### config.mk
export PLATFORM = sky130hd
export DESIGN_NAME = tq_cell
export DESIGN_NICKNAME = d
export VERILOG_FILES = /design/src/sv/assert_macros.svh /design/src/sv/tq_pkg.sv /design/src/sv/tq_cell.sv
export SDC_FILE = /design/constraint.sdc
export NUM_CORES = 1
export LEC_CHECK = 0
export ABC_CLOCK_PERIOD_IN_PS = 9600
export BUFFER_PORTS_ARGS = -buffer_cell sky130_fd_sc_hd__buf_2
export CAP_MARGIN = 20
export CORE_AREA = 8 8 161 163
export CTS_BUF_LIST = sky130_fd_sc_hd__clkbuf_8 sky130_fd_sc_hd__clkbuf_16
export DETAILED_ROUTE_END_ITERATION = 16
export DIE_AREA = 0 0 169 171
export GPL_ROUTABILITY_DRIVEN = 0
export PLACE_DENSITY = 0.73
export SYNTH_ARGS = -nofsm -noshare
export SYNTH_HDL_FRONTEND = slang
export SYNTH_SLANG_ARGS = --single-unit
### constraint.sdc
create_clock -name clk -period 9.6 [get_ports clk]
set_clock_uncertainty 0.15 [all_clocks]
set_input_delay 1.44 -clock clk [delete_from_list [all_inputs] [get_ports clk]]
set_output_delay 1.44 -clock clk [all_outputs]
set_load 0.1 [all_outputs]
### src/sv/assert_macros.svh
// Assertion helpers used by the timer queue top
`ifndef ASSERT_MACROS_SVH
`define ASSERT_MACROS_SVH

// Implication checked on every rising clock edge outside reset
`define ASSERT_IMP(label, clk, rst_n, ante, cons, msg) \
  label: assert property (@(posedge clk) disable iff (!rst_n) (ante) |-> (cons)) \
    else $error(msg);

// Next-cycle implication checked outside reset
`define ASSERT_NEXT(label, clk, rst_n, ante, cons, msg) \
  label: assert property (@(posedge clk) disable iff (!rst_n) (ante) |=> (cons)) \
    else $error(msg);

`endif

### src/sv/tq_pkg.sv
package tq_pkg;

  localparam logic [1:0] FUNC_ADD    = 2'd0;
  localparam logic [1:0] FUNC_CANCEL = 2'd1;
  localparam logic [1:0] FUNC_EXPIRE = 2'd2;
  localparam logic [1:0] FUNC_RSVD   = 2'd3;

  localparam logic [2:0] ST_ADDED     = 3'd0;
  localparam logic [2:0] ST_FULL      = 3'd1;
  localparam logic [2:0] ST_CANCELLED = 3'd2;
  localparam logic [2:0] ST_NOT_FOUND = 3'd3;
  localparam logic [2:0] ST_EXPIRED   = 3'd4;
  localparam logic [2:0] ST_NONE      = 3'd5;

  localparam logic [62:0] TIME_MAX = {63{1'b1}};
  localparam int MAX_RESULTS = 16;

  // Sequencer phases
  typedef enum logic [2:0] {
    S_IDLE,
    S_SCAN,
    S_APPLY,
    S_EMIT,
    S_FINAL
  } state_t;

  // Command from the sequencer to every cell
  typedef struct packed {
    logic        add_wr;    // write the free slot chosen during scan
    logic        cancel;    // clear the addressed slot if sequence matches
    logic        expire;    // fire the cell selected as minimum expired
    logic [62:0] now;
    logic [62:0] wr_expiry;
    logic [31:0] wr_interval;
    logic [31:0] wr_seq;
    logic [31:0] cancel_seq;
  } cell_cmd_t;

endpackage

### src/sv/tq_cell.sv
module tq_cell
  import tq_pkg::*;
(
  input  logic        clk,
  input  logic        rst_n,
  input  cell_cmd_t   cmd,
  input  logic        sel_add,     // this cell is the chosen free slot
  input  logic        sel_cancel,  // this cell is the cancel target
  input  logic        sel_fire,    // this cell is the picked expired timer
  output logic        valid,
  output logic [62:0] expiry,
  output logic [31:0] seq,
  output logic        due          // valid and expiry at or before now
);

  logic        valid_r;
  logic [62:0] expiry_r;
  logic [31:0] interval_r;
  logic [31:0] seq_r;
  logic [63:0] reload;

  assign reload = {1'b0, cmd.now} + {32'd0, interval_r};

  always_ff @(posedge clk) begin
    if (!rst_n) begin
      valid_r <= 1'b0;
    end else if (cmd.add_wr && sel_add) begin
      valid_r <= 1'b1;
    end else if (cmd.cancel && sel_cancel && valid_r && seq_r == cmd.cancel_seq) begin
      valid_r <= 1'b0;
    end else if (cmd.expire && sel_fire && interval_r == 32'd0) begin
      valid_r <= 1'b0;
    end
  end

  always_ff @(posedge clk) begin
    if (cmd.add_wr && sel_add) begin
      expiry_r   <= cmd.wr_expiry;
      interval_r <= cmd.wr_interval;
      seq_r      <= cmd.wr_seq;
    end else if (cmd.expire && sel_fire) begin
      expiry_r <= reload[63] ? TIME_MAX : reload[62:0];
    end
  end

  assign valid  = valid_r;
  assign expiry = expiry_r;
  assign seq    = seq_r;
  assign due    = valid_r && (expiry_r <= cmd.now);

endmodule

Yosys cells after proc, flatten, opt, wreduce, memory -nomap -nowiden
Index checks and enable logic that the tools add are counted.
W data, S select, Z words.
- $add $sub $neg: 1
- $lt $le $gt $ge: 1
- equality and inequality tests: 1
- muxes and demuxes: 6
- reductions and logical operators: 10
- operators by type and width (operator ; number):
    $mux W63 ; 3
    $add A63 B32 Y64 ; 1
    $le A63 B63 Y1 ; 1
    $eq A32 B32 Y1 ; 1
    $logic_not A32 Y1 ; 1
    $logic_and A1 B1 Y1 ; 7
    $mux W1 ; 3
    $reduce_bool A3 Y1 ; 1
    $reduce_bool A2 Y1 ; 1
- register bits after elaboration: 128
- bits of input ports: 230
- output and inout bits: 97
- word-level logic and storage cells: 23

Depth between registers and ports, before layout
- depth after elaboration: 5
- depth in mapped cells: 12
- depth with buffers taken out: 10

Least setup slack after synthesis
Ideal clock, no wire load.
- path type: in2out
- from: input port cmd[203] in the netlist's numbering
- to: output port due
- arrival time: 4.783 ns
- required time: 8.010 ns
- setup slack: 3.227 ns
- cell stages on the path: 9
- buffers on the path: 0
- cells stage by stage: inv_1 -> ha_1 -> a21o_1 -> a21o_1 -> a21oi_1 -> nor2_1 -> o41ai_1 -> o2111ai_1 -> o21ai_0
- longest elaborated chain between the ends: 2
- ends and longest elaborated chain (what ; RTL line ; RTL):
    start: declaration ; tq_cell.sv:6 ; input cell_cmd_t cmd,
    $le A63 B63 Y1 ; tq_cell.sv:49 ; assign due = valid_r && (expiry_r <= cmd.now);
    $logic_and A1 B1 Y1 ; tq_cell.sv:49 ;
    end: declaration ; tq_cell.sv:13 ; output logic due
Every way passes these cells.

Worst setup path in the final report
- from: input port cmd[188] in the netlist's numbering
- to: output port due
The elaborated chain is that of the path after synthesis.

==> impl_metrics.tcl <==
set metrics [dict create \
    status "finished clean" \
    cts.repair.resized 0 \
    rsz0062_at_grt "false" \
    root_buffer "clkbuf_16" \
    fp.dieH_um 171 \
    required_ns 8.01 \
    overflow 0 \
    drv_cap 0 \
    drt-wirelength-per-cell_um 21.5 \
    final_nets 1595 \
    r2r-start "interval_r[6]$_DFFE_PP_" \
    yosysWarnings 0 \
    post-synth-top-count-cell "edfxtp_1" \
    hold_path_class "reg -> reg" \
    criticalPathCategory "in -> out" \
    post-dp-hpwl_um 27900 \
    grt_max_degree 46 \
    die-area_um2 28900 \
    cts_buffers 17 \
    synth_area_per_cell_um2 9.63 \
    min_period_over_period 0.562 \
    cp_common_cell "buf_2" \
    ant_nets 0 \
    reg2reg_setup_slack_ns 5.02 \
    synth-edff-count 127 \
    htree_levels 4 \
    clkSinkCount 128 \
    drt-initial-drc-count 960 \
    final_cell_area_um2 11600 \
    ys_types 60 \
    path_clk_slew_ns 0.06 \
    hold_start "seq[28]$_DFFE_PP_" \
    diodes 0 \
    crit_path_cell_trace "buf_2, inv_1, ha_1, nand4_1, or2_2, nor3_1, nand2_1, or4_1, o21ai_0, buf_2" \
    first_pass_iters 5 \
    area_growth_pct 26.8 \
    whs_path_depth 3 \
    period_minus_slack_ns 5.39 \
    cellLeakagePower_nw 5.18 \
    vias 8881 \
    fmax_ghz 0.185 \
    core-area_um2 23300 \
    grt_antenna_before_repair 3 \
    worstSetupStartpointType "input pin" \
    post_cts_buffers 0 \
    crit_path_end_kind "output pin" \
    synth-seq-cells 128 \
    critical_path.max_fanout 3 \
    drc 0 \
    synthTopCellsByArea "edfxtp_1 42%, ha_1 13%, a21oi_1 4.7%" \
    yosys.area.top_type_share 0.417 \
    synth_area_um2 9140 \
    start_util 0.393 \
    tns_ns 0 \
    vias_per_cell 5.55 \
    hold_violations 0 \
    grt_pass1_wl_um 51000 \
    ys_seq_area_frac 0.419 \
    die_w_um 169 \
    synth_area_leader_cell "edfxtp_1" \
    row_count 56 \
    drv_slew 0 \
    layout-drive-gt1-share 0.293 \
    critPathSlowestCell "or4_1" \
    cts_tree "done" \
    cts_hold_buf 0 \
    synthesis.nets 1276 \
    portBuffers 326 \
    grt_pass1_vias 9090 \
    yosys-top-cells-count "127 x edfxtp_1, 105 x nor2_1, 95 x ha_1" \
    synthCells 950 \
    min_to "valid$_SDFFE_PN0P_" \
    drt-total-wl_um 34400 \
    power.density_nw_per_um2 180 \
    slowest_delay_ns 0.49 \
    synth_ff_type "edfxtp_1" \
    insertion_delay_ns 0.42 \
    worstRegToRegCells 10 \
    setup_viol 0 \
    grt_util_all_layers 0.231 \
    peakVddDrop_uv 111 \
    synthArstFlopShare 0 \
    crit_arrival_ns 3.80 \
    clockBufferDepth 2 \
    ios 327 \
    postPlaceCellArea_um2 11100 \
    tightestPinTransition_ns 0.980 \
    reg2reg_to "expiry[48]$_DFFE_PP_" \
    slew-limit-headroom 0.344 \
]
cell usage in the layout, fill, tap and decap left out, drive strengths merged, types with 25 or more instances in the layout:
master and count:
buf 331, edfxtp 127, nor2 105, ha 95
a21oi 87, inv 79, nand2 61, xnor2 49
o21ai 38, a31oi 36, xor2 33, a21o 29
nand4 27, nor4 25
worst max-delay path by stage:
stage | from | end | slack [ns]
global route | cmd[186] | due | 4.08
detailed placement | cmd[165] | expiry[48]$_DFFE_PP_ | 3.94
global placement | cmd[165] | expiry[48]$_DFFE_PP_ | 4.02
finish | cmd[188] | due | 4.21
CTS | cmd[188] | due | 4.15
floorplan | cmd[203] | due | 3.23
logic make-up (layout without fill, tap and decap cells):
kind of cell    Yosys count  in the layout  synth area share
simple gates            301            301             0.161
flops                   128            128             0.419
xor+xnor                 82             82            0.0785
buf+inv                 106            438            0.0486
fa+ha+maj                96             96             0.132
compound gates          237            237             0.161
flip-flops by register name, summed over array words and instances (netlist names):
name,count
interval_r,32
valid,1
expiry,63
seq,32
metal layers:
metal	share of wire	track usage
met2	0.50	0.410
met1	0.37	0.257
met4	0.026	0.0820
met3	0.11	0.0763
met5	0.00067	0
metrics by stage:
step / power (mW) / worst slack [ns] / hold slack [ns] / utilization / cells
floorplan: 1.29 / 3.23 / 0.533 / - / 950
detailed placement: 1.49 / 3.94 / 0.661 / 0.475 / 1569
finish: 2.09 / 4.21 / 0.655 / 0.499 / 1601
global placement: 1.48 / 4.02 / 0.660 / 0.475 / 1569
CTS: 2.09 / 4.15 / 0.686 / 0.499 / 1601
global route: 2.17 / 4.08 / 0.711 / 0.499 / 1601
layout make-up:
cell class / instances / area [um^2]
Tap cell: 319 / 399
Sequential cell: 128 / 3830
Inverter: 75 / 282
Fill cell: 2226 / 11700
Clock buffer: 17 / 425
Timing Repair Buffer: 331 / 1670
Multi-Input combinational cell: 716 / 4880
Clock inverter: 15 / 114
critical path: cells and delay by family:
kind	cells	cell delay (ns)
buffers and inverters	3	0.60
and+or+nand+nor	5	1.38
AOI/OAI and AO/OA	1	0.08
adders and majority gates	1	0.28
power breakdown:
part           switching, mW  internal, mW  total [mW]
Combinational          0.558         0.195       0.753
Sequential            0.0419         0.685       0.727
Clock                  0.278         0.333       0.610
Note: power is estimated with default switching activity, not from simulation.
